===== src/hdl/fst_pkg.sv =====
package fst_pkg;

  localparam int MAX_FRAMES_DEF = 16;

  localparam int COORD_W = 16;
  localparam int DUR_W   = 16;
  localparam int TIME_W  = 17;
  localparam int FIDX_W  = 4;

  localparam logic [TIME_W-1:0] TIME_MAX = {TIME_W{1'b1}};

  localparam logic [1:0] MODE_TICK    = 2'd0;
  localparam logic [1:0] MODE_APPEND  = 2'd1;
  localparam logic [1:0] MODE_RESTART = 2'd2;

  typedef struct packed {
    logic [1:0]         mode;
    logic [DUR_W-1:0]   elapsed_ms;
    logic [COORD_W-1:0] rect_x;
    logic [COORD_W-1:0] rect_y;
    logic [COORD_W-1:0] rect_width;
    logic [COORD_W-1:0] rect_height;
    logic [DUR_W-1:0]   duration_ms;
  } in_item_t;

  typedef struct packed {
    logic [COORD_W-1:0] shown_x;
    logic [COORD_W-1:0] shown_y;
    logic [COORD_W-1:0] shown_width;
    logic [COORD_W-1:0] shown_height;
    logic [FIDX_W-1:0]  frame_index;
    logic               finished;
    logic               append_dropped;
  } out_item_t;

  typedef struct packed {
    logic [COORD_W-1:0] x;
    logic [COORD_W-1:0] y;
    logic [COORD_W-1:0] w;
    logic [COORD_W-1:0] h;
  } rect_t;

  typedef struct packed {
    logic [DUR_W-1:0] dur;
    rect_t            rect;
  } frame_entry_t;

  typedef enum logic [3:0] {
    ST_IDLE   = 4'b0001,
    ST_STEP   = 4'b0010,
    ST_ISSUE  = 4'b0100,
    ST_RESULT = 4'b1000
  } state_t;

endpackage


===== src/hdl/fst_frame_mem.sv =====
module fst_frame_mem
  import fst_pkg::*;
#(
  parameter int MAX_FRAMES = MAX_FRAMES_DEF,
  localparam int IDX_W = (MAX_FRAMES > 1) ? $clog2(MAX_FRAMES) : 1
) (
  input  logic             clk,
  input  logic             wr_en,
  input  logic [IDX_W-1:0] wr_addr,
  input  frame_entry_t     wr_data,
  input  logic [IDX_W-1:0] rd_addr,
  output frame_entry_t     rd_data
);

  frame_entry_t mem [MAX_FRAMES];
  frame_entry_t rd_data_r;

  always_ff @(posedge clk) begin
    if (wr_en) begin
      mem[wr_addr] <= wr_data;
    end
    rd_data_r <= mem[rd_addr];
  end

  assign rd_data = rd_data_r;

endmodule


===== src/hdl/fst_ctrl.sv =====
module fst_ctrl
  import fst_pkg::*;
#(
  parameter int MAX_FRAMES = MAX_FRAMES_DEF,
  localparam int IDX_W = (MAX_FRAMES > 1) ? $clog2(MAX_FRAMES) : 1,
  localparam int CNT_W = $clog2(MAX_FRAMES + 1)
) (
  input  logic             clk,
  input  logic             rst_n,
  input  logic             in_valid,
  input  in_item_t         in_item,
  output logic             in_ready,
  input  logic             cfg_wr_en,
  input  logic             cfg_wr_data,
  output logic             mem_wr_en,
  output logic [IDX_W-1:0] mem_wr_addr,
  output frame_entry_t     mem_wr_data,
  output logic [IDX_W-1:0] mem_rd_addr,
  input  frame_entry_t     mem_rd_data,
  output logic             res_valid,
  output out_item_t        res_item,
  input  logic             res_ready
);

  state_t            state_r, state_nxt;
  logic [CNT_W-1:0]  loaded_r, loaded_nxt;
  logic [IDX_W-1:0]  cf_r, cf_nxt;
  logic [TIME_W-1:0] time_r, time_nxt;
  logic              done_r, done_nxt;
  logic              drop_r, drop_nxt;
  logic              loop_r;

  logic [TIME_W:0]   sum;
  logic [TIME_W-1:0] dur;
  logic [CNT_W-1:0]  cf_inc;
  logic              full;

  assign sum    = {1'b0, time_r} + {2'b00, in_item.elapsed_ms};
  assign dur    = (mem_rd_data.dur == '0) ? TIME_W'(1) : {1'b0, mem_rd_data.dur};
  assign cf_inc = CNT_W'(cf_r) + CNT_W'(1);
  assign full   = (loaded_r == CNT_W'(MAX_FRAMES));

  assign in_ready    = (state_r == ST_IDLE);
  assign mem_wr_addr = loaded_r[IDX_W-1:0];
  assign mem_wr_data = '{dur: in_item.duration_ms,
                         rect: '{x: in_item.rect_x, y: in_item.rect_y,
                                 w: in_item.rect_width, h: in_item.rect_height}};
  assign mem_rd_addr = cf_nxt;

  always_comb begin
    state_nxt  = state_r;
    loaded_nxt = loaded_r;
    cf_nxt     = cf_r;
    time_nxt   = time_r;
    done_nxt   = done_r;
    drop_nxt   = drop_r;
    mem_wr_en  = 1'b0;
    res_valid  = 1'b0;
    unique case (state_r)
      ST_IDLE: begin
        if (in_valid) begin
          drop_nxt  = 1'b0;
          state_nxt = ST_ISSUE;
          priority if (in_item.mode == MODE_TICK) begin
            if (loaded_r != '0) begin
              time_nxt  = sum[TIME_W] ? TIME_MAX : sum[TIME_W-1:0];
              state_nxt = ST_STEP;
            end
          end else if (in_item.mode == MODE_APPEND) begin
            if (!full) begin
              mem_wr_en  = 1'b1;
              loaded_nxt = loaded_r + CNT_W'(1);
            end else begin
              drop_nxt = 1'b1;
            end
          end else if (in_item.mode == MODE_RESTART) begin
            cf_nxt   = '0;
            time_nxt = '0;
            done_nxt = 1'b0;
          end else begin
            state_nxt = ST_ISSUE;
          end
        end
      end
      ST_STEP: begin
        if (time_r < dur) begin
          state_nxt = ST_RESULT;
        end else begin
          time_nxt = time_r - dur;
          priority if (cf_inc < loaded_r) begin
            cf_nxt = cf_inc[IDX_W-1:0];
          end else if (loop_r) begin
            cf_nxt = '0;
          end else begin
            done_nxt  = 1'b1;
            state_nxt = ST_RESULT;
          end
        end
      end
      ST_ISSUE: begin
        state_nxt = ST_RESULT;
      end
      ST_RESULT: begin
        res_valid = 1'b1;
        if (res_ready) begin
          state_nxt = ST_IDLE;
        end
      end
      default: begin
        state_nxt = ST_IDLE;
      end
    endcase
  end

  always_comb begin
    res_item = '0;
    if (loaded_r != '0) begin
      res_item.shown_x      = mem_rd_data.rect.x;
      res_item.shown_y      = mem_rd_data.rect.y;
      res_item.shown_width  = mem_rd_data.rect.w;
      res_item.shown_height = mem_rd_data.rect.h;
    end
    res_item.frame_index    = FIDX_W'(cf_r);
    res_item.finished       = done_r & ~loop_r;
    res_item.append_dropped = drop_r;
  end

  always_ff @(posedge clk) begin
    if (!rst_n) begin
      state_r  <= ST_IDLE;
      loaded_r <= '0;
      cf_r     <= '0;
      time_r   <= '0;
      done_r   <= 1'b0;
      drop_r   <= 1'b0;
      loop_r   <= 1'b1;
    end else begin
      state_r  <= state_nxt;
      loaded_r <= loaded_nxt;
      cf_r     <= cf_nxt;
      time_r   <= time_nxt;
      done_r   <= done_nxt;
      drop_r   <= drop_nxt;
      if (cfg_wr_en) begin
        loop_r <= cfg_wr_data;
      end
    end
  end

  a_loaded_bound: assert property (@(posedge clk) disable iff (!rst_n)
    loaded_r <= CNT_W'(MAX_FRAMES))
    else $error("frame count exceeds table size");

  a_cf_in_table: assert property (@(posedge clk) disable iff (!rst_n)
    (CNT_W'(cf_r) < loaded_r) || (cf_r == '0))
    else $error("current frame outside loaded table");

  a_step_nonempty: assert property (@(posedge clk) disable iff (!rst_n)
    (state_r == ST_STEP) |-> (loaded_r != '0))
    else $error("stepping with empty table");

  a_write_on_accept: assert property (@(posedge clk) disable iff (!rst_n)
    mem_wr_en |-> (state_r == ST_IDLE) && in_valid && !full)
    else $error("table write outside append transaction");

  a_write_then_issue: assert property (@(posedge clk) disable iff (!rst_n)
    mem_wr_en |=> (state_r == ST_ISSUE))
    else $error("result read may miss a fresh table write");

endmodule


===== src/hdl/frame_sequence_timer.sv =====
// Channel  | Ports                         | Transaction
// in       | in_valid, in_stall, in_item   | one tick, append, restart or unused
// out      | out_valid, out_stall, out_item| current frame, index, flags
// cfg      | cfg_wr_en, cfg_wr_data        | loop_enable write
//
// Append, restart and unused modes pass from accept through ISSUE to RESULT.
// A tick on a loaded table stays in STEP, one memory read per frame it passes.
// One transaction is in work at a time; the output register frees the input side.
// Reset is synchronous; the frame table has no reset and needs no clearing pass.
// A stalled result holds in the output register; the next one waits behind it.
module frame_sequence_timer
  import fst_pkg::*;
#(
  parameter int MAX_FRAMES = MAX_FRAMES_DEF
) (
  input  logic      clk,
  input  logic      rst_n,
  input  logic      in_valid,
  output logic      in_stall,
  input  in_item_t  in_item,
  output logic      out_valid,
  input  logic      out_stall,
  output out_item_t out_item,
  input  logic      cfg_wr_en,
  input  logic      cfg_wr_data
);

  localparam int IDX_W = (MAX_FRAMES > 1) ? $clog2(MAX_FRAMES) : 1;

  logic             in_ready;
  logic             mem_wr_en;
  logic [IDX_W-1:0] mem_wr_addr;
  frame_entry_t     mem_wr_data;
  logic [IDX_W-1:0] mem_rd_addr;
  frame_entry_t     mem_rd_data;
  logic             res_valid;
  out_item_t        res_item;
  logic             res_ready;

  logic             out_valid_r;
  out_item_t        out_item_r;

  assign in_stall  = ~in_ready;
  assign res_ready = ~out_valid_r | ~out_stall;

  fst_ctrl #(
    .MAX_FRAMES (MAX_FRAMES)
  ) u_ctrl (
    .clk         (clk),
    .rst_n       (rst_n),
    .in_valid    (in_valid),
    .in_item     (in_item),
    .in_ready    (in_ready),
    .cfg_wr_en   (cfg_wr_en),
    .cfg_wr_data (cfg_wr_data),
    .mem_wr_en   (mem_wr_en),
    .mem_wr_addr (mem_wr_addr),
    .mem_wr_data (mem_wr_data),
    .mem_rd_addr (mem_rd_addr),
    .mem_rd_data (mem_rd_data),
    .res_valid   (res_valid),
    .res_item    (res_item),
    .res_ready   (res_ready)
  );

  fst_frame_mem #(
    .MAX_FRAMES (MAX_FRAMES)
  ) u_mem (
    .clk     (clk),
    .wr_en   (mem_wr_en),
    .wr_addr (mem_wr_addr),
    .wr_data (mem_wr_data),
    .rd_addr (mem_rd_addr),
    .rd_data (mem_rd_data)
  );

  always_ff @(posedge clk) begin
    if (!rst_n) begin
      out_valid_r <= 1'b0;
    end else if (res_ready) begin
      out_valid_r <= res_valid;
    end
  end

  always_ff @(posedge clk) begin
    if (res_ready && res_valid) begin
      out_item_r <= res_item;
    end
  end

  assign out_valid = out_valid_r;
  assign out_item  = out_item_r;

endmodule


===== config.mk =====
export PLATFORM = sky130hd
export DESIGN_NAME = frame_sequence_timer
export DESIGN_NICKNAME = d
export VERILOG_FILES = /design/src/hdl/fst_pkg.sv /design/src/hdl/fst_frame_mem.sv /design/src/hdl/fst_ctrl.sv /design/src/hdl/frame_sequence_timer.sv
export SDC_FILE = /design/constraint.sdc
export NUM_CORES = 1
export LEC_CHECK = 0
export ABC_AREA = 1
export BUFFER_PORTS_ARGS = -buffer_cell sky130_fd_sc_hd__buf_2
export CAP_MARGIN = 40
export CORE_AREA = 5 5 449 340
export CTS_CLUSTER_DIAMETER = 150
export DETAILED_ROUTE_END_ITERATION = 8
export DIE_AREA = 0 0 454 345
export PLACE_DENSITY_LB_ADDON = 0.15
export SLEW_MARGIN = 20
export SYNTH_ARGS = -nofsm -noshare
export SYNTH_HDL_FRONTEND = slang
export SYNTH_SLANG_ARGS = --single-unit
export TNS_END_PERCENT = 50

===== constraint.sdc =====
create_clock -name clk -period 7.42 [get_ports clk]
set_clock_uncertainty 0.2 [all_clocks]
set_input_delay 1.113 -clock clk [delete_from_list [all_inputs] [get_ports clk]]
set_output_delay 1.113 -clock clk [all_outputs]
set_load 0.01 [all_outputs]

## Word level (Yosys, flattened, before mapping)

Memory sizes are Yosys's and may differ from the RTL's. A register that Yosys moved wholly into a read port is not among the register bits.
Cells that the tools add are included.

- Bits in writable memories: 1280
- Bits in registers: 104
- Bits of input ports: 104
- Logic and storage cells: 104
- Memories kept: 1
- Output and inout bits: 72

Memories:

| memory | depth | bits a word | rd ports | clocked after memory_dff | wr ports | RTL line | text |
|---|---|---|---|---|---|---|---|
| u_mem.mem | 16 | 80 | 1 | 1 | 1 | fst_frame_mem.sv:15 | `frame_entry_t mem [MAX_FRAMES];` |

- $lt $le $gt $ge: 2
- $add $sub $neg: 4
- Reduce and logical (&&, ||, !) cells: 10
- Equal/unequal tests: 20
- Multiplexer cells: 44
- Bitwise gates (word level): 8

Operators by type and width:

| operator | number |
|---|---|
| 17-bit two-way mux | 7 |
| 4-bit two-way mux | 12 |
| 17-bit one-hot mux with 2 select lines | 1 |
| 17-bit by 16-bit adder with 18-bit output | 1 |
| 1-bit two-way mux | 18 |
| 17-bit < comparator | 1 |
| 17-bit subtractor | 1 |
| 16-bit zero test | 1 |
| 16-bit two-way mux | 1 |
| 4-bit one-hot mux with 4 select lines | 1 |
| 2-bit != test, second input constant | 7 |
| 4-bit one-hot mux with 2 select lines | 1 |
| 8-bit AND reduction | 1 |
| 3-bit two-way mux | 2 |
| 3-bit by 2-bit != test with 1-bit output, second input constant | 2 |
| 3-bit != test, second input constant | 2 |
| 1-bit inverter | 6 |
| 6-bit AND reduction | 1 |
| 4-bit by 1-bit adder with 5-bit output, second input constant | 1 |
| 5-bit by 1-bit adder with 5-bit output, second input constant | 1 |
| 5-bit == test, second input constant | 1 |
| 5-bit < comparator | 1 |
| 5-bit AND reduction | 1 |
| 5-bit nonzero test | 1 |
| other kinds (16) | 16 |

## Logic depth before layout (Yosys ltp)

- Depth after elaboration: 8
- Mapped depth: 22

## Cells and area by module

Synthesis repeated with hierarchy kept, for this count alone.

- Cell total of the unflattened synthesis: 6242
- Area total of the unflattened synthesis: 63545.9 µm²

By module, submodules not included:

| module | times used | cells each | sequential area each (µm²) | area each (µm²) |
|---|---|---|---|---|
| fst_frame_mem | 1 | 5255 | 40038.4 | 56192.6 |
| fst_ctrl | 1 | 910 | 660.6 | 5200.0 |
| frame_sequence_timer | 1 | 77 | 2122.0 | 2153.3 |

## Worst setup path before layout

OpenSTA, ideal clock, no wires.

- Kind: input port to flip-flop
- Start: in in_valid
- End: reg u_ctrl.loaded_r[4]
- Arrival: 5661 ps
- Library setup time: 94 ps
- Cell stages on the path: 8
- Slack: 1465 ps
- Cells stage by stage: nand2_1 nor3_1 inv_1 nor2_2 nand2_1 nor2_1 o21ai_0 a21oi_1

- Word-level cells in the longest chain between the ends: 1

Ends and longest elaborated chain:

| element | RTL line | text |
|---|---|---|
| from (decl) | frame_sequence_timer.sv:18 | `input logic in_valid,` |
| 5-bit AND reduction (no line) | - |  |
| to (signal assigned) | fst_ctrl.sv:139 | `loaded_r <= loaded_nxt;` |
| to (decl) | fst_ctrl.sv:26 | `logic [CNT_W-1:0] loaded_r, loaded_nxt;` |

Every way passes these cells.
A chain may end at the register's enable or synchronous reset.

## Final worst setup path

- Start: reg u_ctrl.cf_r[0]
- End: reg, netlist name u_mem.rd_data[61]

- Word-level cells in the longest chain between the ends: 5
- Elaborated cells on any way between the ends: 10
- Those cells by class: add/sub (1); order compare (1); mux (8)

Ends and longest elaborated chain:

| element | RTL line | text |
|---|---|---|
| from (decl) | fst_ctrl.sv:27 | `logic [IDX_W-1:0] cf_r, cf_nxt;` |
| from (signal assigned) | fst_ctrl.sv:140 | `cf_r <= cf_nxt;` |
| 4-bit by 1-bit adder with 5-bit output / 4-bit two-way mux (equally long branches) | fst_ctrl.sv:40, fst_ctrl.sv:76 |  |
| 5-bit < comparator / 4-bit two-way mux (equally long branches) | fst_ctrl.sv:90, fst_ctrl.sv:69 |  |
| 4-bit two-way mux (on tied branches) | fst_ctrl.sv:90, fst_ctrl.sv:64 |  |
| 4-bit two-way mux (on tied branches) | fst_ctrl.sv:86, fst_ctrl.sv:61 |  |
| 4-bit one-hot mux with 2 select lines * | fst_ctrl.sv:59 | `unique case (state_r)` |

Every way passes the cells marked *; elsewhere a longest branch is shown, timed or not.

==> load_flow_metrics.sql <==
INSERT INTO impl_metrics (metric_group, metric, value, unit) VALUES
('critical_path', 'crit_path_max_fanout', '119', ''),
('clock_tree', 'cts_post_setup_buffers_inserted', '0', ''),
('outcome', 'outcome', 'finished clean', ''),
('sta', 'worstMarginPinSlew', '1080', 'ps'),
('synthesis', 'synthDistinctLibCells', '44', ''),
('sta', 'slew_headroom', '28.2', '%'),
('synthesis', 'yosys.area_share.adder', '0.895', '%'),
('die', 'area_of_the_core', '149000', 'um^2'),
('die', 'design.die.area', '157000', 'um^2'),
('drt', 'firstDrtPassIters', '6', ''),
('global_route', 'grt_antenna_before_repair', '24', ''),
('synthesis', 'synth.yosys.seq_area_share', '67.8', '%'),
('sta', 'setup_tns', '0', 'ps'),
('clock_tree', 'cts_inserted_buffers', '147', ''),
('sta', 'final_hold_viol_count', '0', ''),
('sta', 'final-max-slew-violation-count', '0', ''),
('clock_tree', 'post_cts_clock_slew_at_the_launch_and_capture_registers_of_the_worst_setup_and_hold_paths', '70', 'ps'),
('global_route', 'groute.usage.overall', '21.6', '%'),
('clock_tree', 'clock_root_cell', 'sky130_fd_sc_hd__clkbuf_16', ''),
('power', 'net_switching_power_of_the_design', '4.13', 'mW'),
('drt', 'antenna_left', '0', ''),
('power', 'total_power_density_per_cell_area', '252', 'nW/um^2'),
('run', 'cap_viol_max_count', '0', ''),
('clock_tree', 'cts-resized-gates', '0', ''),
('drt', 'drcViolationCount', '0', ''),
('synthesis', 'postSynthCellCount', '5889', ''),
('clock_tree', 'post_cts_hold_buffer_count', '0', ''),
('synthesis', 'synthesized_nets', '6037', ''),
('sta', 'max_freq', '202', 'MHz'),
('critical_path', 'worstSetupStartpoint', 'u_ctrl.cf_r[0]$_SDFF_PN0_', ''),
('clock_tree', 'cts.htree.levels', '4', ''),
('synthesis', 'synth.top_cells.by_area', 'sky130_fd_sc_hd__edfxtp_1 (64%), sky130_fd_sc_hd__nand3_1 (12%), sky130_fd_sc_hd__nand2_1 (7.1%)', ''),
('power', 'comb_power_share', '7.0', '%'),
('power', 'finalPower', '17.9', 'mW'),
('synthesis', 'async_reset_ff_share', '0', '%'),
('layout', 'areaGrowthSynthToFinish', '12.3', '%'),
('drt', 'wl_per_cell', '21.4', 'um'),
('sta', 'post-route-period-util', '66.7', '%'),
('drt', 'wirelength', '172', 'mm'),
('die', 'chipHeight', '345', 'um'),
('die', 'initial_core_util', '42.5', '%'),
('synthesis', 'ys.warnings.count', '0', ''),
('drt', 'drt-initial-drc-count', '3880', ''),
('power', 'sequentialPowerShare', '51.9', '%'),
('power', 'p_int', '13.7', 'mW'),
('clock_tree', 'clock_sink_count', '1464', ''),
('critical_path', 'worstSetupStartpointType', 'flip-flop', ''),
('synthesis', 'synth_top_family_by_area', 'simple AND/OR/NAND/NOR gates', ''),
('critical_path', 'setup.worst_path.class', 'reg -> reg', ''),
('drt', 'via_count', '41900', ''),
('layout', 'finalNetCount', '6093', ''),
('clock_tree', 'buffer_levels_on_the_longest_clock_path', '3', ''),
('critical_path', 'timing.critical_path.arrival', '5400', 'ps'),
('synthesis', 'synthMostInstantiatedCell', 'sky130_fd_sc_hd__nand3_1', ''),
('synthesis', 'syn-mean-instance-area', '10.7', 'um^2'),
('min_path', 'hold_path_class', 'reg -> reg', ''),
('power', 'pwr-share-clk', '41.1', '%'),
('synthesis', 'synthTopCellsByCount', 'sky130_fd_sc_hd__nand3_1 (1,461), sky130_fd_sc_hd__edfxtp_1 (1,350), sky130_fd_sc_hd__nand2_1 (1,202)', ''),
('sta', 'final_period_minus_worst_setup_slack', '4950', 'ps'),
('critical_path', 'regToRegStartpoint', 'u_ctrl.cf_r[0]$_SDFF_PN0_', ''),
('global_route', 'globalRoute.totalOverflow', '0', ''),
('synthesis', 'synth-compound-area-share', '1.45', '%'),
('clock_tree', 'clock_tree_from_tritoncts', 'yes', ''),
('place', 'dp.final_hpwl', '84.6', 'mm'),
('synthesis', 'yosys.area_share.simple', '21.2', '%'),
('synthesis', 'synth_xor_xnor_area_share', '0.277', '%'),
('clock_tree', 'clk-insertion-delay-late', '790', 'ps'),
('synthesis', 'proportion_of_synthesized_area_in_mux_cells', '0', '%'),
('synthesis', 'synthDominantAreaCellType', 'sky130_fd_sc_hd__edfxtp_1', ''),
('global_route', 'first_global_vias', '39900', ''),
('synthesis', 'synth_seq_cells', '1464', '');
## power by group through the flow
stage / Combinational (mW) / Sequential [mW] / Clock [mW]
CTS: 1.26 / 9.27 / 7.50
global placement: 1.23 / 9.45 / 0
global route: 1.41 / 9.28 / 7.84
floorplan: 0.796 / 9.43 / 0
finish: 1.25 / 9.27 / 7.35
detailed placement: 1.25 / 9.45 / 0
## cells by family (layout without fill, tap and decap cells)
logic type / count (synthesis) / in the layout
simple gates: 2900 / 2900
flops: 1464 / 1464
buf+inv: 1298 / 1476
compound gates: 163 / 163
fa+ha+maj: 44 / 44
xor+xnor: 20 / 20
other cells: 0 / 5
## registers in the layout, summed over array words and instances (netlist names)
signal           flops
u_ctrl.done_r        1
out_item            70
u_ctrl.loaded_r      5
u_ctrl.state_r       4
u_ctrl.drop_r        1
u_mem.mem         1280
u_ctrl.loop_r        1
u_mem.rd_data       80
u_ctrl.time_r       17
u_ctrl.cf_r          4
out_valid            1
## routing by layer
layer / up-vias / GRT usage, % / wire length, um / share of wire, %
met2: 1128 / 35.1 / 80300 / 47
met1: 20500 / 30.9 / 79600 / 46
met3: 257 / 2.98 / 8990 / 5.2
li1: 20000 / - / - / -
met5: - / 0 / 50 / 0.029
met4: 8 / 5.29 / 3530 / 2.0
## layout make-up
cell class / count / area, um^2
repair buffers: 255 / 2030
clock inverters: 70 / 631
inverters: 950 / 3590
fillers: 13600 / 77600
clock buffers: 201 / 4080
multi-input cells: 3127 / 15200
diodes: 5 / 12.5
well taps: 2000 / 2500
flip-flops and latches: 1464 / 42800
## path summary, 6_finish.rpt
kind	slack, ps	endpoint	depth (start not counted)
worst min-delay path	240	out_item[0]$_DFFE_PP_	0
worst min register to register	240	out_item[0]$_DFFE_PP_	0
worst max-delay path	2470	u_mem.rd_data[61]$_DFF_P_	19
worst max register to register	2470	u_mem.rd_data[61]$_DFF_P_	19
## metrics by stage
step                hold slack (ps)  area [um^2]  std cells  util (%)  setup slack, ps
floorplan                       208        63200       5889         -             1470
global placement                217        65800       7778      44.3             2240
detailed placement              225        66100       7793      44.5             2510
CTS                             241        70900       8064      47.7             2490
global route                    251        70900       8067      47.7             2050
finish                          236        70900       8072      47.8             2470
## worst max-delay path, cell delays in order (launching register included)
cell and delay [ps]:
sky130_fd_sc_hd__dfxtp_1 540, sky130_fd_sc_hd__ha_1 250, sky130_fd_sc_hd__xor2_1 210, sky130_fd_sc_hd__ha_1 280, sky130_fd_sc_hd__nand2_1 70, sky130_fd_sc_hd__inv_1 40, sky130_fd_sc_hd__o21ai_0 130, sky130_fd_sc_hd__nand3_1 250
sky130_fd_sc_hd__nand2_1 130, sky130_fd_sc_hd__nand2_1 60, sky130_fd_sc_hd__inv_1 80, sky130_fd_sc_hd__nand3_4 470, sky130_fd_sc_hd__nand2_8 550, sky130_fd_sc_hd__buf_16 390, sky130_fd_sc_hd__buf_12 490, sky130_fd_sc_hd__nand2_1 110
sky130_fd_sc_hd__nand3_1 100, sky130_fd_sc_hd__nand3_1 110, sky130_fd_sc_hd__nand3_1 160, sky130_fd_sc_hd__nand2_1 80
## layout by cell type, fill, tap and decap left out, types with 59 or more instances in the layout
cell type                   count
sky130_fd_sc_hd__nand2_1     1201
sky130_fd_sc_hd__a21oi_1       59
sky130_fd_sc_hd__inv_1        937
sky130_fd_sc_hd__nand3_1     1461
sky130_fd_sc_hd__buf_2        175
sky130_fd_sc_hd__nand3b_1     161
sky130_fd_sc_hd__o21ai_0       63
sky130_fd_sc_hd__dfxtp_1      114
sky130_fd_sc_hd__edfxtp_1    1350
sky130_fd_sc_hd__clkbuf_16    149
Power figures use the tool's default switching activity.
